File: config.mk
export PLATFORM = sky130hd
export DESIGN_NAME = servo_packet_framer_deframer_core_flat
export DESIGN_NICKNAME = d
export VERILOG_FILES = /design/src/sv/spfd_pkg.sv /design/src/sv/spfd_in_if.sv /design/src/sv/spfd_out_if.sv /design/src/sv/spfd_cfg_if.sv /design/src/sv/servo_packet_framer_deframer_core.sv /design/src/sv/spfd_front.sv /design/src/sv/spfd_queue.sv /design/src/sv/spfd_back.sv /design/src/flat_wrapper.sv
export VERILOG_INCLUDE_DIRS = /design/src /design/src/sv
export SDC_FILE = /design/constraint.sdc
export NUM_CORES = 1
export LEC_CHECK = 0
export BUFFER_PORTS_ARGS = -buffer_cell sky130_fd_sc_hd__buf_2
export CORE_MARGIN = 1.5
export CORE_UTILIZATION = 50
export DETAILED_ROUTE_END_ITERATION = 10
export PLACE_DENSITY_LB_ADDON = 0.15
export SYNTH_ARGS = -nofsm -noshare
export SYNTH_HDL_FRONTEND = slang
export SYNTH_SLANG_ARGS = --single-unit
File: constraint.sdc
create_clock -name i_clk -period 7.3 [get_ports i_clk]
set_input_delay 0.73 -clock i_clk [delete_from_list [all_inputs] [get_ports i_clk]]
set_output_delay 0.73 -clock i_clk [all_outputs]
set_load 0.03 [all_outputs]
File: src/sv/servo_packet_framer_deframer_core_assert.svh
// assertion macros for the servo packet framer and deframer core
// no dependencies; taken in by the top level only
`ifndef SERVO_PACKET_FRAMER_DEFRAMER_CORE_ASSERT_SVH
`define SERVO_PACKET_FRAMER_DEFRAMER_CORE_ASSERT_SVH

`ifndef SYNTHESIS
`define SPFD_ASSERT_NEVER(label, clk, rst_n, cond) \
    label: assert property (@(posedge clk) disable iff (!(rst_n)) !(cond)) \
        else $error("assertion failed");
`define SPFD_ASSERT_IMPLIES(label, clk, rst_n, ante, cons) \
    label: assert property (@(posedge clk) disable iff (!(rst_n)) (ante) |-> (cons)) \
        else $error("assertion failed");
`define SPFD_ASSERT_NEXT(label, clk, rst_n, ante, cons) \
    label: assert property (@(posedge clk) disable iff (!(rst_n)) (ante) |=> (cons)) \
        else $error("assertion failed");
`else
`define SPFD_ASSERT_NEVER(label, clk, rst_n, cond)
`define SPFD_ASSERT_IMPLIES(label, clk, rst_n, ante, cons)
`define SPFD_ASSERT_NEXT(label, clk, rst_n, ante, cons)
`endif

`endif

File: src/sv/spfd_pkg.sv
// shared types and constants of the servo packet framer and deframer
// no dependencies
package spfd_pkg;

    localparam logic [7:0] MAGIC_BYTE    = 8'hFF;
    localparam logic [7:0] MAX_PARAMS    = 8'd250;
    localparam logic [7:0] LEN_EXTRA     = 8'd2;
    localparam logic [7:0] MAX_LEN       = MAX_PARAMS + LEN_EXTRA;
    localparam logic [7:0] TIMEOUT_RESET = 8'd10;
    localparam logic [7:0] TICK_MAX      = 8'hFF;

    localparam logic [8:0] RX_POS_ID     = 9'd2;
    localparam logic [8:0] RX_POS_LEN    = 9'd3;
    localparam logic [8:0] RX_POS_ERR    = 9'd4;
    localparam logic [8:0] RX_POS_PARAM  = 9'd5;
    localparam logic [8:0] RX_OVERHEAD   = 9'd4;

    localparam int Q_DEPTH = 4;
    localparam int Q_AW    = $clog2(Q_DEPTH);

    localparam logic [2:0] BEAT_MAGIC0 = 3'd0;
    localparam logic [2:0] BEAT_MAGIC1 = 3'd1;
    localparam logic [2:0] BEAT_ID     = 3'd2;
    localparam logic [2:0] BEAT_LEN    = 3'd3;
    localparam logic [2:0] BEAT_CMD    = 3'd4;
    localparam logic [2:0] BEAT_CSUM   = 3'd5;
    localparam logic [2:0] BEAT_PARAM  = 3'd0;
    localparam logic [2:0] BEAT_PCSUM  = 3'd1;

    typedef enum logic [2:0] {
        KIND_TX_START = 3'd0,
        KIND_TX_PARAM = 3'd1,
        KIND_RX_BYTE  = 3'd2,
        KIND_TICK     = 3'd3,
        KIND_ARM      = 3'd4
    } t_kind;

    typedef enum logic [1:0] {
        OUT_TX_BYTE  = 2'd0,
        OUT_RX_PARAM = 2'd1,
        OUT_RX_DONE  = 2'd2
    } t_out_kind;

    typedef enum logic [1:0] {
        ST_OK       = 2'd0,
        ST_CSUM_ERR = 2'd1,
        ST_TIMEOUT  = 2'd2
    } t_status;

    typedef enum logic [1:0] {
        JOB_TX_START = 2'd0,
        JOB_TX_PARAM = 2'd1,
        JOB_RX_PARAM = 2'd2,
        JOB_RX_DONE  = 2'd3
    } t_job_kind;

    typedef struct packed {
        t_job_kind  kind;
        logic [7:0] b0;
        logic [7:0] b1;
        logic [7:0] b2;
        logic [7:0] b3;
        logic       with_csum;
        t_status    status;
    } t_job;

    typedef struct packed {
        logic full;
        logic empty;
    } t_q_stat;

    typedef struct packed {
        t_out_kind  out_kind;
        logic [7:0] tx_byte;
        logic       tx_last;
        logic [7:0] rx_param;
        logic [7:0] rx_param_index;
        logic [7:0] rx_device;
        logic [7:0] rx_status_error;
        logic [7:0] rx_count;
        t_status    result_status;
    } t_result;

endpackage

File: src/sv/spfd_in_if.sv
// input item channel of the servo packet framer and deframer
// no dependencies
interface spfd_in_if;
    logic       valid;
    logic       ready;
    logic [2:0] kind;
    logic [7:0] servo_id;
    logic [7:0] command;
    logic [7:0] param_count;
    logic [7:0] data_byte;

    modport source (output valid, kind, servo_id, command, param_count, data_byte,
                    input ready);
    modport sink   (input valid, kind, servo_id, command, param_count, data_byte,
                    output ready);
endinterface

File: src/sv/spfd_out_if.sv
// result item channel of the servo packet framer and deframer
// no dependencies
interface spfd_out_if;
    logic       valid;
    logic       ready;
    logic [1:0] out_kind;
    logic [7:0] tx_byte;
    logic       tx_last;
    logic [7:0] rx_param;
    logic [7:0] rx_param_index;
    logic [7:0] rx_device;
    logic [7:0] rx_status_error;
    logic [7:0] rx_count;
    logic [1:0] result_status;

    modport source (output valid, out_kind, tx_byte, tx_last, rx_param, rx_param_index,
                           rx_device, rx_status_error, rx_count, result_status,
                    input ready);
    modport sink   (input valid, out_kind, tx_byte, tx_last, rx_param, rx_param_index,
                          rx_device, rx_status_error, rx_count, result_status,
                    output ready);
endinterface

File: src/sv/spfd_cfg_if.sv
// configuration write channel carrying the timeout register value
// no dependencies
interface spfd_cfg_if;
    logic       valid;
    logic       ready;
    logic [7:0] data;

    modport source (output valid, data, input ready);
    modport sink   (input valid, data, output ready);
endinterface

File: src/sv/servo_packet_framer_deframer_core.sv
// top level of the servo bus packet framer and deframer
// depends on spfd_pkg, the channel interfaces, spfd_front, spfd_queue, spfd_back
//
//  channel  dir  carries
//  i_in     in   kind, servo_id, command, param_count, data_byte
//  o_out    out  one result transaction per cycle from the output register while o_out is ready
//  i_cfg    in   timeout_ticks write data, ready whenever out of reset
//
// an input transaction is taken each cycle while the four-entry job queue has room
// results leave at one per cycle while the output is not stalled: a start gives five or six, a parameter one or two,
// a received byte or tick at most one; the back part's beat counter sets this
// reset is synchronous active low and clears all state but the queue storage and output data, timeout_ticks goes to 10
// a stalled output holds its register; input stalls only once the queue is full
module servo_packet_framer_deframer_core (
    input  logic       i_clk,
    input  logic       i_rst_n,
    spfd_in_if.sink    i_in,
    spfd_cfg_if.sink   i_cfg,
    spfd_out_if.source o_out
);

    `include "servo_packet_framer_deframer_core_assert.svh"

    logic              push;
    logic              pop;
    spfd_pkg::t_job    push_job;
    spfd_pkg::t_job    head_job;
    spfd_pkg::t_q_stat q_stat;

    spfd_front u_front (
        .i_clk    (i_clk),
        .i_rst_n  (i_rst_n),
        .i_in     (i_in),
        .i_cfg    (i_cfg),
        .i_q_stat (q_stat),
        .o_push   (push),
        .o_job    (push_job)
    );

    spfd_queue u_queue (
        .i_clk   (i_clk),
        .i_rst_n (i_rst_n),
        .i_push  (push),
        .i_job   (push_job),
        .i_pop   (pop),
        .o_job   (head_job),
        .o_stat  (q_stat)
    );

    spfd_back u_back (
        .i_clk    (i_clk),
        .i_rst_n  (i_rst_n),
        .i_job    (head_job),
        .i_q_stat (q_stat),
        .o_pop    (pop),
        .o_out    (o_out)
    );

    `SPFD_ASSERT_NEVER(a_no_push_full, i_clk, i_rst_n, push && q_stat.full)
    `SPFD_ASSERT_NEVER(a_no_pop_empty, i_clk, i_rst_n, pop && q_stat.empty)
    `SPFD_ASSERT_IMPLIES(a_last_is_tx, i_clk, i_rst_n, o_out.valid && o_out.tx_last, o_out.out_kind == spfd_pkg::OUT_TX_BYTE)

endmodule

File: src/sv/spfd_front.sv
// front part: accepts items, keeps framer and deframer state, queues jobs
// depends on spfd_pkg, spfd_in_if, spfd_cfg_if
module spfd_front (
    input  logic             i_clk,
    input  logic             i_rst_n,
    spfd_in_if.sink          i_in,
    spfd_cfg_if.sink         i_cfg,
    input  spfd_pkg::t_q_stat i_q_stat,
    output logic             o_push,
    output spfd_pkg::t_job   o_job
);

    logic [7:0] r_timeout_ticks;
    logic [7:0] r_tx_sum,        n_tx_sum;
    logic [7:0] r_tx_remaining,  n_tx_remaining;
    logic [8:0] r_rx_position,   n_rx_position;
    logic [7:0] r_rx_length,     n_rx_length;
    logic [7:0] r_rx_sum,        n_rx_sum;
    logic [7:0] r_rx_id_held,    n_rx_id_held;
    logic [7:0] r_rx_error_held, n_rx_error_held;
    logic       r_rx_armed,      n_rx_armed;
    logic [7:0] r_tick_count,    n_tick_count;

    logic       accept;
    logic       need_job;
    logic [7:0] cnt_sat;
    logic [7:0] tx_len;
    logic [7:0] tx_sum_start;
    logic [7:0] tx_sum_param;
    logic [7:0] tx_rem_param;
    logic [7:0] len_eff;
    logic [7:0] sum_eff;
    logic [7:0] id_eff;
    logic [7:0] err_eff;
    logic [8:0] pos1;
    logic [8:0] total;
    logic       len_ok;
    logic [7:0] tick_next;

    assign i_cfg.ready = i_rst_n;
    assign i_in.ready  = i_rst_n && !i_q_stat.full;
    assign accept      = i_in.valid && i_in.ready;
    assign o_push      = accept && need_job;

    assign cnt_sat      = (i_in.param_count > spfd_pkg::MAX_PARAMS) ?
                          spfd_pkg::MAX_PARAMS : i_in.param_count;
    assign tx_len       = cnt_sat + spfd_pkg::LEN_EXTRA;
    assign tx_sum_start = i_in.servo_id + tx_len + i_in.command;
    assign tx_sum_param = r_tx_sum + i_in.data_byte;
    assign tx_rem_param = r_tx_remaining - 8'd1;

    assign len_eff = (r_rx_position == spfd_pkg::RX_POS_LEN) ? i_in.data_byte : r_rx_length;
    assign id_eff  = (r_rx_position == spfd_pkg::RX_POS_ID)  ? i_in.data_byte : r_rx_id_held;
    assign err_eff = (r_rx_position == spfd_pkg::RX_POS_ERR) ? i_in.data_byte : r_rx_error_held;
    assign sum_eff = (r_rx_position == spfd_pkg::RX_POS_ID ||
                      r_rx_position == spfd_pkg::RX_POS_LEN ||
                      r_rx_position == spfd_pkg::RX_POS_ERR) ?
                     r_rx_sum + i_in.data_byte : r_rx_sum;
    assign pos1    = r_rx_position + 9'd1;
    assign total   = {1'b0, len_eff} + spfd_pkg::RX_OVERHEAD;
    assign len_ok  = (len_eff >= spfd_pkg::LEN_EXTRA) && (len_eff <= spfd_pkg::MAX_LEN);
    assign tick_next = (r_tick_count < spfd_pkg::TICK_MAX) ? r_tick_count + 8'd1
                                                           : r_tick_count;

    always_comb begin
        n_tx_sum        = r_tx_sum;
        n_tx_remaining  = r_tx_remaining;
        n_rx_position   = r_rx_position;
        n_rx_length     = r_rx_length;
        n_rx_sum        = r_rx_sum;
        n_rx_id_held    = r_rx_id_held;
        n_rx_error_held = r_rx_error_held;
        n_rx_armed      = r_rx_armed;
        n_tick_count    = r_tick_count;
        need_job        = 1'b0;
        o_job           = '0;
        case (spfd_pkg::t_kind'(i_in.kind))
            spfd_pkg::KIND_TX_START: begin
                need_job        = 1'b1;
                o_job.kind      = spfd_pkg::JOB_TX_START;
                o_job.b0        = i_in.servo_id;
                o_job.b1        = tx_len;
                o_job.b2        = i_in.command;
                o_job.b3        = ~tx_sum_start;
                o_job.with_csum = (cnt_sat == 8'd0);
                n_tx_sum        = tx_sum_start;
                n_tx_remaining  = cnt_sat;
            end
            spfd_pkg::KIND_TX_PARAM: begin
                if (r_tx_remaining != 8'd0) begin
                    need_job        = 1'b1;
                    o_job.kind      = spfd_pkg::JOB_TX_PARAM;
                    o_job.b0        = i_in.data_byte;
                    o_job.b3        = ~tx_sum_param;
                    o_job.with_csum = (tx_rem_param == 8'd0);
                    n_tx_sum        = tx_sum_param;
                    n_tx_remaining  = tx_rem_param;
                end
            end
            spfd_pkg::KIND_RX_BYTE: begin
                if (r_rx_armed) begin
                    n_rx_length     = len_eff;
                    n_rx_id_held    = id_eff;
                    n_rx_error_held = err_eff;
                    n_rx_sum        = sum_eff;
                    if (r_rx_position < spfd_pkg::RX_POS_LEN) begin
                        n_rx_position = pos1;
                    end else if (!len_ok) begin
                        if (pos1 >= total) begin
                            need_job     = 1'b1;
                            o_job.kind   = spfd_pkg::JOB_RX_DONE;
                            o_job.b0     = id_eff;
                            o_job.b1     = err_eff;
                            o_job.status = spfd_pkg::ST_CSUM_ERR;
                            n_rx_armed   = 1'b0;
                        end else begin
                            n_rx_position = pos1;
                        end
                    end else if (r_rx_position >= spfd_pkg::RX_POS_PARAM && pos1 < total) begin
                        need_job      = 1'b1;
                        o_job.kind    = spfd_pkg::JOB_RX_PARAM;
                        o_job.b0      = i_in.data_byte;
                        o_job.b1      = 8'(r_rx_position - spfd_pkg::RX_POS_PARAM);
                        n_rx_sum      = sum_eff + i_in.data_byte;
                        n_rx_position = pos1;
                    end else if (pos1 == total) begin
                        need_job     = 1'b1;
                        o_job.kind   = spfd_pkg::JOB_RX_DONE;
                        o_job.b0     = id_eff;
                        o_job.b1     = err_eff;
                        o_job.b2     = len_eff - spfd_pkg::LEN_EXTRA;
                        o_job.status = (~sum_eff == i_in.data_byte) ? spfd_pkg::ST_OK
                                                                    : spfd_pkg::ST_CSUM_ERR;
                        n_rx_armed   = 1'b0;
                    end else begin
                        n_rx_position = pos1;
                    end
                end
            end
            spfd_pkg::KIND_TICK: begin
                if (r_rx_armed) begin
                    n_tick_count = tick_next;
                    if (tick_next >= r_timeout_ticks) begin
                        need_job     = 1'b1;
                        o_job.kind   = spfd_pkg::JOB_RX_DONE;
                        o_job.status = spfd_pkg::ST_TIMEOUT;
                        n_rx_armed   = 1'b0;
                    end
                end
            end
            spfd_pkg::KIND_ARM: begin
                n_rx_armed      = 1'b1;
                n_rx_position   = '0;
                n_rx_length     = '0;
                n_rx_sum        = '0;
                n_rx_id_held    = '0;
                n_rx_error_held = '0;
                n_tick_count    = '0;
            end
            default: begin
                need_job = 1'b0;
            end
        endcase
    end

    always_ff @(posedge i_clk) begin
        if (!i_rst_n) begin
            r_timeout_ticks <= spfd_pkg::TIMEOUT_RESET;
            r_tx_sum        <= '0;
            r_tx_remaining  <= '0;
            r_rx_position   <= '0;
            r_rx_length     <= '0;
            r_rx_sum        <= '0;
            r_rx_id_held    <= '0;
            r_rx_error_held <= '0;
            r_rx_armed      <= 1'b0;
            r_tick_count    <= '0;
        end else begin
            if (i_cfg.valid && i_cfg.ready) begin
                r_timeout_ticks <= i_cfg.data;
            end
            if (accept) begin
                r_tx_sum        <= n_tx_sum;
                r_tx_remaining  <= n_tx_remaining;
                r_rx_position   <= n_rx_position;
                r_rx_length     <= n_rx_length;
                r_rx_sum        <= n_rx_sum;
                r_rx_id_held    <= n_rx_id_held;
                r_rx_error_held <= n_rx_error_held;
                r_rx_armed      <= n_rx_armed;
                r_tick_count    <= n_tick_count;
            end
        end
    end

endmodule

File: src/sv/spfd_queue.sv
// short job queue between the front and back parts
// depends on spfd_pkg
module spfd_queue (
    input  logic              i_clk,
    input  logic              i_rst_n,
    input  logic              i_push,
    input  spfd_pkg::t_job    i_job,
    input  logic              i_pop,
    output spfd_pkg::t_job    o_job,
    output spfd_pkg::t_q_stat o_stat
);

    spfd_pkg::t_job            r_mem [spfd_pkg::Q_DEPTH];
    logic [spfd_pkg::Q_AW-1:0] r_wr_ptr;
    logic [spfd_pkg::Q_AW-1:0] r_rd_ptr;
    logic [spfd_pkg::Q_AW:0]   r_count;

    assign o_job        = r_mem[r_rd_ptr];
    assign o_stat.full  = (r_count == (spfd_pkg::Q_AW+1)'(spfd_pkg::Q_DEPTH));
    assign o_stat.empty = (r_count == '0);

    always_ff @(posedge i_clk) begin
        if (i_push) begin
            r_mem[r_wr_ptr] <= i_job;
        end
    end

    always_ff @(posedge i_clk) begin
        if (!i_rst_n) begin
            r_wr_ptr <= '0;
            r_rd_ptr <= '0;
            r_count  <= '0;
        end else begin
            if (i_push) begin
                r_wr_ptr <= r_wr_ptr + 1'b1;
            end
            if (i_pop) begin
                r_rd_ptr <= r_rd_ptr + 1'b1;
            end
            case ({i_push, i_pop})
                2'b10:   r_count <= r_count + 1'b1;
                2'b01:   r_count <= r_count - 1'b1;
                default: r_count <= r_count;
            endcase
        end
    end

endmodule

File: src/sv/spfd_back.sv
// back part: expands queued jobs into result transactions, one per cycle while the output is not stalled
// depends on spfd_pkg, spfd_out_if
module spfd_back (
    input  logic              i_clk,
    input  logic              i_rst_n,
    input  spfd_pkg::t_job    i_job,
    input  spfd_pkg::t_q_stat i_q_stat,
    output logic              o_pop,
    spfd_out_if.source        o_out
);

    logic                r_out_valid;
    spfd_pkg::t_result   r_res;
    spfd_pkg::t_result   beat_res;
    logic [2:0]          r_beat;
    logic                last_beat;
    logic                load;

    assign load  = !i_q_stat.empty && (!r_out_valid || o_out.ready);
    assign o_pop = load && last_beat;

    always_comb begin
        beat_res  = '0;
        last_beat = 1'b1;
        case (i_job.kind)
            spfd_pkg::JOB_TX_START: begin
                beat_res.out_kind = spfd_pkg::OUT_TX_BYTE;
                last_beat = i_job.with_csum ? (r_beat == spfd_pkg::BEAT_CSUM)
                                            : (r_beat == spfd_pkg::BEAT_CMD);
                case (r_beat)
                    spfd_pkg::BEAT_MAGIC0, spfd_pkg::BEAT_MAGIC1:
                        beat_res.tx_byte = spfd_pkg::MAGIC_BYTE;
                    spfd_pkg::BEAT_ID:  beat_res.tx_byte = i_job.b0;
                    spfd_pkg::BEAT_LEN: beat_res.tx_byte = i_job.b1;
                    spfd_pkg::BEAT_CMD: beat_res.tx_byte = i_job.b2;
                    default: begin
                        beat_res.tx_byte = i_job.b3;
                        beat_res.tx_last = 1'b1;
                    end
                endcase
            end
            spfd_pkg::JOB_TX_PARAM: begin
                beat_res.out_kind = spfd_pkg::OUT_TX_BYTE;
                if (r_beat == spfd_pkg::BEAT_PARAM) begin
                    beat_res.tx_byte = i_job.b0;
                    last_beat        = !i_job.with_csum;
                end else begin
                    beat_res.tx_byte = i_job.b3;
                    beat_res.tx_last = 1'b1;
                    last_beat        = (r_beat == spfd_pkg::BEAT_PCSUM);
                end
            end
            spfd_pkg::JOB_RX_PARAM: begin
                beat_res.out_kind       = spfd_pkg::OUT_RX_PARAM;
                beat_res.rx_param       = i_job.b0;
                beat_res.rx_param_index = i_job.b1;
            end
            spfd_pkg::JOB_RX_DONE: begin
                beat_res.out_kind        = spfd_pkg::OUT_RX_DONE;
                beat_res.rx_device       = i_job.b0;
                beat_res.rx_status_error = i_job.b1;
                beat_res.rx_count        = i_job.b2;
                beat_res.result_status   = i_job.status;
            end
            default: begin
                last_beat = 1'b1;
            end
        endcase
    end

    always_ff @(posedge i_clk) begin
        if (load) begin
            r_res <= beat_res;
        end
    end

    always_ff @(posedge i_clk) begin
        if (!i_rst_n) begin
            r_out_valid <= 1'b0;
            r_beat      <= '0;
        end else begin
            if (load) begin
                r_out_valid <= 1'b1;
                r_beat      <= last_beat ? 3'd0 : r_beat + 3'd1;
            end else if (o_out.ready) begin
                r_out_valid <= 1'b0;
            end
        end
    end

    assign o_out.valid           = r_out_valid;
    assign o_out.out_kind        = r_res.out_kind;
    assign o_out.tx_byte         = r_res.tx_byte;
    assign o_out.tx_last         = r_res.tx_last;
    assign o_out.rx_param        = r_res.rx_param;
    assign o_out.rx_param_index  = r_res.rx_param_index;
    assign o_out.rx_device       = r_res.rx_device;
    assign o_out.rx_status_error = r_res.rx_status_error;
    assign o_out.rx_count        = r_res.rx_count;
    assign o_out.result_status   = r_res.result_status;

endmodule

File: src/flat_wrapper.sv
// flat-port wrapper written by rule: the top's interface ports become plain ports
module servo_packet_framer_deframer_core_flat 
  (i_clk, i_rst_n, i_in_valid, i_in_kind, i_in_servo_id, i_in_command, i_in_param_count, i_in_data_byte, i_in_ready, i_cfg_valid, i_cfg_data, i_cfg_ready, o_out_valid, o_out_out_kind, o_out_tx_byte, o_out_tx_last, o_out_rx_param, o_out_rx_param_index, o_out_rx_device, o_out_rx_status_error, o_out_rx_count, o_out_result_status, o_out_ready);
  spfd_in_if i_in_i ();
  spfd_cfg_if i_cfg_i ();
  spfd_out_if o_out_i ();
  input  logic i_clk;
  input  logic i_rst_n;
  input wire logic [$bits(i_in_i.valid)-1:0] i_in_valid;
  input wire logic [$bits(i_in_i.kind)-1:0] i_in_kind;
  input wire logic [$bits(i_in_i.servo_id)-1:0] i_in_servo_id;
  input wire logic [$bits(i_in_i.command)-1:0] i_in_command;
  input wire logic [$bits(i_in_i.param_count)-1:0] i_in_param_count;
  input wire logic [$bits(i_in_i.data_byte)-1:0] i_in_data_byte;
  output wire logic [$bits(i_in_i.ready)-1:0] i_in_ready;
  input wire logic [$bits(i_cfg_i.valid)-1:0] i_cfg_valid;
  input wire logic [$bits(i_cfg_i.data)-1:0] i_cfg_data;
  output wire logic [$bits(i_cfg_i.ready)-1:0] i_cfg_ready;
  output wire logic [$bits(o_out_i.valid)-1:0] o_out_valid;
  output wire logic [$bits(o_out_i.out_kind)-1:0] o_out_out_kind;
  output wire logic [$bits(o_out_i.tx_byte)-1:0] o_out_tx_byte;
  output wire logic [$bits(o_out_i.tx_last)-1:0] o_out_tx_last;
  output wire logic [$bits(o_out_i.rx_param)-1:0] o_out_rx_param;
  output wire logic [$bits(o_out_i.rx_param_index)-1:0] o_out_rx_param_index;
  output wire logic [$bits(o_out_i.rx_device)-1:0] o_out_rx_device;
  output wire logic [$bits(o_out_i.rx_status_error)-1:0] o_out_rx_status_error;
  output wire logic [$bits(o_out_i.rx_count)-1:0] o_out_rx_count;
  output wire logic [$bits(o_out_i.result_status)-1:0] o_out_result_status;
  input wire logic [$bits(o_out_i.ready)-1:0] o_out_ready;
  assign i_in_i.valid = i_in_valid;
  assign i_in_i.kind = i_in_kind;
  assign i_in_i.servo_id = i_in_servo_id;
  assign i_in_i.command = i_in_command;
  assign i_in_i.param_count = i_in_param_count;
  assign i_in_i.data_byte = i_in_data_byte;
  assign i_in_ready = i_in_i.ready;
  assign i_cfg_i.valid = i_cfg_valid;
  assign i_cfg_i.data = i_cfg_data;
  assign i_cfg_ready = i_cfg_i.ready;
  assign o_out_valid = o_out_i.valid;
  assign o_out_out_kind = o_out_i.out_kind;
  assign o_out_tx_byte = o_out_i.tx_byte;
  assign o_out_tx_last = o_out_i.tx_last;
  assign o_out_rx_param = o_out_i.rx_param;
  assign o_out_rx_param_index = o_out_i.rx_param_index;
  assign o_out_rx_device = o_out_i.rx_device;
  assign o_out_rx_status_error = o_out_i.rx_status_error;
  assign o_out_rx_count = o_out_i.rx_count;
  assign o_out_result_status = o_out_i.result_status;
  assign o_out_i.ready = o_out_ready;
  servo_packet_framer_deframer_core u_core (.i_clk(i_clk), .i_rst_n(i_rst_n), .i_in(i_in_i), .i_cfg(i_cfg_i), .o_out(o_out_i));
endmodule
==> reports/metrics.csv, run 1 <==
metric;value;unit
run status;finished, final reports clean;
# diodes;0;
# Max-Cap Violations;0;
RSZ-0062 raised after global routing;false;
maximum fanout along the worst path;15;
slew margin rel.;15.2;%
Sum Neg Setup Slack;0;ns
CTS clock-pin slew for the worst setup and hold paths;0.06;ns
Hold Path Class;input port to flip-flop;
final setup margin;1.40;ns
CP Cell Sequence;ha_1, nor2b_1, nand3_2, mux2i_1, nor2b_1, o21ai_0, ha_1, a21oi_1, nand2_1, a211oi_1, o21a_1, and3_1, buf_4, o31ai_4, a31oi_4, inv_1, ha_1, fa_1, xnor2_1, or3_1, a21oi_1;
leakage power figure;6.54;nW
initial antenna violation count;0;
Initial DRC Count;826;
RR Startpoint;u_core.u_front.r_rx_position[0];
Worst path most repeated cell;ha_1;
flops & latches, synth;288;
DP Worst Slack;1.48;ns
Post-Synth XOR/XNOR Area;4.02;%
fill cell count;2542;
Die H;176;um
sequential area share after synthesis;51.7;%
top flop regs;u_core.u_queue.r_mem: 148 flops, u_core.u_front.r_rx_position: 9 flops;
Reg power frac;47.7;%
post-DP HPWL;26100;um
global-route wire length before repair;57300;um
main combinational cell family by area after synthesis;simple AND/OR/NAND/NOR gates;
die area;31100;um2
fmax;170;MHz
Resized cells post-CTS;0;
share of post-route cells with drive strength above 1;17.2;%
synthesized instance count;1311;
TritonCTS Sinks;288;
clk_skew;0.0123;ns
max reg flops;148;
Initial Utilization;50.7;%
ANT nets after route;0;
critical path's slowest cell;dfxtp_1;
Async SR Flop Fraction;0;%
Post-Synth Adder-Cell Area;6.99;%
worst path arrival time;6.40;ns
row cnt;63;
GRT Overall Usage;23.9;%
final WL;36700;um
later-pin clock latency in the skew report;0.58;ns
DRC Markers;0;
post-synthesis compound-gate area fraction;11.7;%
Layout Nets;1516;
worst setup path start;u_core.u_front.r_rx_position[0];
synth-to-layout area growth;12.9;%
Core ar.;29600;um2
Multi-input gate area;6730;um2
Final Util;57.3;%
total number of vias;10500;
WS Path Type;flip-flop to flip-flop;
clock network power share;45.6;%
largest stage delay on the critical path;0.59;ns
most frequent cells in the layout;edfxtp_1 (201), nor2_1 (114), buf_2 (103);
Yosys Warn Count;0;
fin. max-slew vios;0;
Internal;2.84;mW
IO Count;104;
Cell Area, Synth;15000;um2
Num CTS Buffers;31;
worst hold start;i_cfg_data[3];
routed length per instance;20.3;um
register area;7780;um2
Post-DP Area;15900;um2
final setup vio count;0;
syn nets;1435;
Critical Path End Type;flip-flop;
final non-filler cell area;17000;um2
largest net degree at the start of global routing;61;
htree depth;1;
Pre-antenna DRT Iters;5;
DR vias/cell;5.83;
post-synth cell types;74;
vias in the first global route;10200;
min cycle time layout;5.90;ns
Worst VDD drop;189;uV
sw power;835;uW
crit start category;flip-flop;
CTS Buffer Depth;3;
Top FF cell, synth;edfxtp_1;
Logic pwr share;6.7;%
Synth Area in Simple Gates;13.2;%
Port-buffer cells;103;
setup repair bufs after CTS;0;
most common cell after layout, fill and taps aside;edfxtp_1;
Post-synth EDFFs;201;
Worst EP required;7.80;ns
Reg with most FFs;u_core.u_queue.r_mem;
GPL Wtd Cong;0.922;
worst slew pin tran;1.27;ns
grt ovf;0;
Final Hold Vio Count;0;
die width;176;um
switching share of power;22.7;%
syn avg cell area;11.5;um2
post-synthesis mux area share;8.72;%
Root Driver;clkbuf_16;
Tcrit/Tclk final;80.8;%
Pwr Total;3.68;mW
CTS tree;yes;
hold_buf cts;0;
P per Cell Area;216;nW/um2
worst paths after layout:
kind	slack [ns]	cells past startpoint	end
worst min-delay path	0.38	3	u_core.u_front.r_timeout_ticks[3]
worst max register to register	1.40	21	u_core.u_queue.r_count[2]
worst max-delay path	1.40	21	u_core.u_queue.r_count[2]
worst min register to register	0.47	2	u_core.u_front.r_rx_sum[3]
cell usage after synthesis (4+ instances only):
cell	number	area, um2
o211ai_1	9	67.6
buf_1	5	18.8
a221o_1	9	90.1
a32o_1	4	40.0
or3_1	5	31.3
o22ai_1	21	131
a21oi_1	57	285
o21ai_0	38	190
nand2_1	94	353
xor2_1	23	201
nor2_1	114	428
dfxtp_1	87	1740
nor3_1	21	105
mux2_2	6	67.6
a22oi_1	23	173
fa_1	12	240
edfxtp_1	201	6040
a31oi_1	11	68.8
nor2b_1	8	50.1
and3_1	48	300
ha_1	64	801
mux4_2	37	833
xnor2_1	46	403
buf_2	4	20.0
and2_1	34	213
nor4_1	5	31.3
a221oi_1	6	52.6
inv_1	68	255
clkbuf_1	54	203
nand2b_1	8	50.1
o21ai_1	9	45.0
mux2i_1	38	380
o21a_1	10	75.1
nand4_1	16	100
o21bai_1	9	67.6
a211oi_1	9	67.6
nand3_1	26	130
buf_4	4	30.0
a21o_1	11	82.6
area by class of cell:
type,count,share of cell area [%]
Inverter,69,1.53
Timing Repair Buffer,117,3.65
Clock buffer,42,5.28
Sequential cell,288,45.8
Clock inverter,16,1.23
Multi-Input combinational cell,885,39.6
Tap cell,390,2.87
metal layers:
layer  vias to the layer above  global-route usage (%)  share of wire (%)  routed length [um]
met1                      5089                    31.6                 43               15900
met4                         0                    9.00                3.7                1360
li1                       5002                       -                  -                   -
met2                       354                    40.2                 48               17600
met3                        95                    3.38                5.1                1880
met5                         -                       0                  0                   0
power groups by stage:
stage	sequential [mW]	combinational (mW)	clock (mW)
floorplan	1.79	0.158	0
detailed placement	1.79	0.245	0
finish	1.75	0.248	1.67
CTS	1.75	0.247	1.71
global placement	1.79	0.243	0
global route	1.75	0.272	1.78
worst max-delay path, delay by kind of cell (launching register included):
kind                       cells  cell delay, ns
AOI/OAI and AO/OA              7            1.63
buffers and inverters          2            0.31
muxes                          1            0.47
and+or+nand+nor                6            1.41
DFF                            1            0.59
xor gates and xnor gates       1            0.14
adders and majority gates      4            1.25
metrics by stage:
step,hold WS (ns),instances
detailed placement,0.463,1749
global route,0.376,1807
floorplan,0.442,1311
CTS,0.364,1807
global placement,0.458,1749
finish,0.381,1807
cells by family (layout without fill, tap and decap cells):
logic type | count (synthesis) | after routing
AOI/OAI and AO/OA | 255 | 255
xor gates and xnor gates | 69 | 69
adders and majority gates | 77 | 77
buffers and inverters | 138 | 244
DFF | 288 | 288
muxes | 83 | 83
and+or+nand+nor | 401 | 401
Power figures use the tool's default switching activity.
==> inputs of run 2 (changes only) <==
clock period = 5 ns   (was 7.3 ns; I/O delays follow)
==> reports/metrics.csv, run 2 (synthesis gave the netlist of run 1 again) <==
metric;value;unit
global-route wire length before repair;59100;um
grt ovf;0;
setup repair bufs after CTS;0;
ANT nets after route;0;
final non-filler cell area;17200;um2
crit start category;flip-flop;
Hold Path Class;input port to flip-flop;
max reg flops;148;
routed length per instance;20.4;um
Layout Nets;1542;
clk_skew;0.0281;ns
later-pin clock latency in the skew report;0.59;ns
leakage power figure;6.65;nW
Resized cells post-CTS;0;
Pre-antenna DRT Iters;5;
Tcrit/Tclk final;96.5;%
# Max-Cap Violations;0;
GRT Overall Usage;24.6;%
die area;31100;um2
WHS;0.138;ns
worst slew pin tran;0.962;ns
TritonCTS Sinks;288;
Pwr Total;5.30;mW
final WL;37300;um
Final Hold Vio Count;0;
initial antenna violation count;1;
WS Path Type;flip-flop to flip-flop;
Root Driver;clkbuf_16;
Worst EP required;5.50;ns
Initial Utilization;50.7;%
htree depth;1;
share of post-route cells with drive strength above 1;18.3;%
most frequent cells in the layout;edfxtp_1 (201), nor2_1 (114), buf_2 (103);
IO Count;104;
CTS Buffer Depth;3;
RSZ-0062 raised after global routing;false;
Critical Path End Type;flip-flop;
fill cell count;2536;
largest net degree at the start of global routing;58;
Reg with most FFs;u_core.u_queue.r_mem;
die width;176;um
final setup vio count;0;
# diodes;0;
top flop regs;u_core.u_queue.r_mem: 148 flops, u_core.u_front.r_rx_position: 9 flops;
Initial DRC Count;853;
worst path arrival time;5.32;ns
Post-DP Area;16100;um2
synth-to-layout area growth;14.3;%
Multi-input gate area;6740;um2
maximum fanout along the worst path;14;
GPL Wtd Cong;0.932;
most common cell after layout, fill and taps aside;edfxtp_1;
post-DP HPWL;26700;um
DRC Markers;0;
slew margin rel.;35.4;%
fmax;207;MHz
Port-buffer cells;103;
Die H;176;um
min cycle time layout;4.82;ns
fin. max-slew vios;0;
CTS clock-pin slew for the worst setup and hold paths;0.07;ns
row cnt;63;
Worst VDD drop;285;uV
vias in the first global route;10600;
register area;7780;um2
CTS tree;yes;
Core ar.;29600;um2
P per Cell Area;309;nW/um2
run status;finished, final reports clean;
Num CTS Buffers;31;
DR vias/cell;5.88;
total number of vias;10800;
hold_buf cts;0;
run 2: changes by cell type in the layout (fill, tap and decap cells not counted), sizes merged:
| cell | delta |
|---|---|
| inv | +1 |
| clkinvlp | -2 |
| bufinv | +1 |
| buf | +26 |
| clkinv | +5 |
| clkbuf | -5 |
run 2: path summary, 6_finish.rpt:
kind,from,endpoint,slack (ns),cells after the start
worst min-delay path,i_cfg_data[1],u_core.u_front.r_timeout_ticks[1],0.14,3
worst max-delay path,u_core.u_front.r_rx_position[7],u_core.u_queue.r_count[2],0.18,19
worst min register to register,u_core.u_front.r_rx_sum[6],u_core.u_front.r_rx_sum[6],0.47,2
worst max register to register,u_core.u_front.r_rx_position[7],u_core.u_queue.r_count[2],0.18,19
run 2: metal layers:
layer  GRT usage, %  vias to the layer above  part of all wire [%]
met5              0                        -                 0.035
met1           31.6                     5240                    42
met2           42.3                      367                    48
met4           9.18                        2                   4.1
met3           3.60                      101                   5.6
li1               -                     5071                     -
run 2: power breakdown:
part	switching [mW]	total, mW	internal, mW
clock network	0.970	2.38	1.41
logic	0.235	0.368	0.133
registers	0.00749	2.56	2.55
run 2: through the flow:
step / std cells / setup WS [ns] / setup TNS, ns / utilization [%]
after global routing: 1833 / 0.0191 / 0 / 58.0
after detailed placement: 1775 / 0.0712 / 0 / 54.4
after floorplan: 1311 / -0.00789 / -0.00789 / -
after CTS: 1833 / 0.0524 / 0 / 58.0
final: 1833 / 0.175 / 0 / 58.0
after global placement: 1775 / 0.213 / 0 / 54.4
run 2: worst max-delay path, cell delays in order, from the launching register on:
cell,delay (ns)
dfxtp_1,0.36
nor2_1,0.44
nand3_4,0.25
buf_4,0.25
a21oi_1,0.20
o21ai_0,0.13
ha_1,0.33
a21oi_1,0.16
nand2_1,0.09
a211oi_2,0.31
o21a_1,0.23
and3_1,0.24
o31ai_4,0.12
a31oi_4,0.30
inv_1,0.08
ha_1,0.22
fa_1,0.39
xnor2_1,0.16
or3_1,0.31
a21oi_1,0.14
run 2: final cells by class:
type                            count  area share, %
Tap cell                          390           2.84
Clock buffer                       37           4.64
Timing Repair Buffer              143           5.04
Clock inverter                     21           1.52
Multi-Input combinational cell    885           39.2
Sequential cell                   288           45.3
Inverter                           69           1.51
==> inputs of run 3 (changes only) <==
RECOVER_POWER = 25   (was not set)
==> reports/metrics.csv, run 3 (synthesis gave the netlist of run 1 again) <==
metric;value;unit
run status;finished, violations left;
failing checks;max-capacitance violations, max-slew violations;
vias in the first global route;10600;
Internal;4.09;mW
clock network power share;44.8;%
Post-DP Area;16100;um2
RSZ-0062 raised after global routing;false;
Num CTS Buffers;31;
WS Path Type;flip-flop to flip-flop;
Initial Utilization;50.7;%
setup repair bufs after CTS;0;
fmax;207;MHz
die area;31100;um2
most frequent cells in the layout;edfxtp_1 (201), nor2_1 (114), nand2_1 (94);
grt ovf;0;
post-DP HPWL;26700;um
CTS tree;yes;
Logic pwr share;6.9;%
CTS Buffer Depth;3;
leakage power figure;6.49;nW
Reg power frac;48.3;%
routed length per instance;20.5;um
top flop regs;u_core.u_queue.r_mem: 148 flops, u_core.u_front.r_rx_position: 9 flops;
WHS;0.136;ns
row cnt;63;
die width;176;um
total number of vias;10800;
Critical Path End Type;flip-flop;
Worst EP required;5.49;ns
later-pin clock latency in the skew report;0.59;ns
min cycle time layout;4.83;ns
Worst VDD drop;287;uV
worst slew pin tran;2.89;ns
# Max-Cap Violations;1;
Resized cells post-CTS;0;
initial antenna violation count;1;
Final Hold Vio Count;0;
synth-to-layout area growth;13.8;%
Root Driver;clkbuf_16;
maximum fanout along the worst path;14;
P per Cell Area;310;nW/um2
worst path arrival time;5.32;ns
Core ar.;29600;um2
Initial DRC Count;892;
Pre-antenna DRT Iters;5;
clk_skew;0.0305;ns
sw power;1.21;mW
final non-filler cell area;17100;um2
ANT nets after route;0;
# diodes;0;
share of post-route cells with drive strength above 1;14.2;%
Pwr Total;5.31;mW
largest net degree at the start of global routing;58;
Die H;176;um
htree depth;1;
DRC Markers;0;
final WL;37500;um
max reg flops;148;
GPL Wtd Cong;0.932;
DR vias/cell;5.87;
final setup vio count;0;
global-route wire length before repair;59100;um
Hold Path Class;input port to flip-flop;
hold_buf cts;0;
CTS clock-pin slew for the worst setup and hold paths;0.07;ns
slew margin rel.;-92.9;%
Layout Nets;1542;
Port-buffer cells;103;
DP Worst Slack;0.0712;ns
GRT Overall Usage;24.6;%
TritonCTS Sinks;288;
switching share of power;22.9;%
Sum Neg Setup Slack;0;ns
IO Count;104;
Reg with most FFs;u_core.u_queue.r_mem;
fin. max-slew vios;58;
Tcrit/Tclk final;96.6;%
most common cell after layout, fill and taps aside;edfxtp_1;
crit start category;flip-flop;
final setup margin;0.172;ns
==> run 3: changes by cell type in the layout (fill, tap and decap cells not counted), sizes merged <==
cell / previous run / this run
clkbuf: 37 / 95
buf: 143 / 85
==> run 3: path summary, 6_finish.rpt <==
path	startpoint	to	slack, ns	depth (start not counted)
setup / recovery	u_core.u_front.r_rx_position[7]	u_core.u_queue.r_count[2]	0.17	19
hold / removal	i_cfg_data[1]	u_core.u_front.r_timeout_ticks[1]	0.14	3
setup reg to reg	u_core.u_front.r_rx_position[7]	u_core.u_queue.r_count[2]	0.17	19
hold reg to reg	u_core.u_front.r_rx_sum[6]	u_core.u_front.r_rx_sum[6]	0.47	2
==> run 3: power groups by stage <==
stage	sequential, mW	combinational [mW]	clock (mW)
6_report	2.56	0.367	2.38
5_1_grt	2.56	0.405	2.51
4_1_cts	2.56	0.366	2.43
3_5_place_dp	2.61	0.362	0
3_3_place_gp	2.61	0.357	0
2_1_floorplan	2.62	0.230	0
==> run 3: per-stage QoR <==
step	util [%]	std cells
4_1_cts	58.0	1833
6_report	57.7	1833
3_5_place_dp	54.4	1775
5_1_grt	57.7	1833
3_3_place_gp	54.4	1775
2_1_floorplan	-	1311
==> run 3: critical path, stage by stage (launching register included) <==
cell and delay, ns:
dfxtp_1 0.36, nor2_1 0.44, nand3_4 0.25, buf_4 0.25
a21oi_1 0.20, o21ai_0 0.13, ha_1 0.33, a21oi_1 0.16
nand2_1 0.09, a211oi_2 0.31, o21a_1 0.23, and3_1 0.24
o31ai_4 0.12, a31oi_4 0.30, inv_1 0.08, ha_1 0.22
fa_1 0.40, xnor2_1 0.16, or3_1 0.31, a21oi_1 0.14
==> run 3: area by class of cell <==
type / count / area, um2
clock buffers: 37 / 798
flip-flops and latches: 288 / 7780
repair buffers: 143 / 788
multi-input cells: 885 / 6740
fillers: 2562 / 12500
inverters: 69 / 259
clock inverters: 21 / 262
well taps: 390 / 488
==> run 3: routing by layer <==
layer | share of wire, % | routed length [um] | global-route usage (%) | vias up
li1 | - | - | - | 5066
met1 | 43 | 16000 | 31.6 | 5241
met2 | 48 | 18000 | 42.3 | 356
met3 | 5.3 | 2000 | 3.60 | 95
met4 | 4.1 | 1520 | 9.18 | 2
met5 | 0.035 | 13 | 0 | -
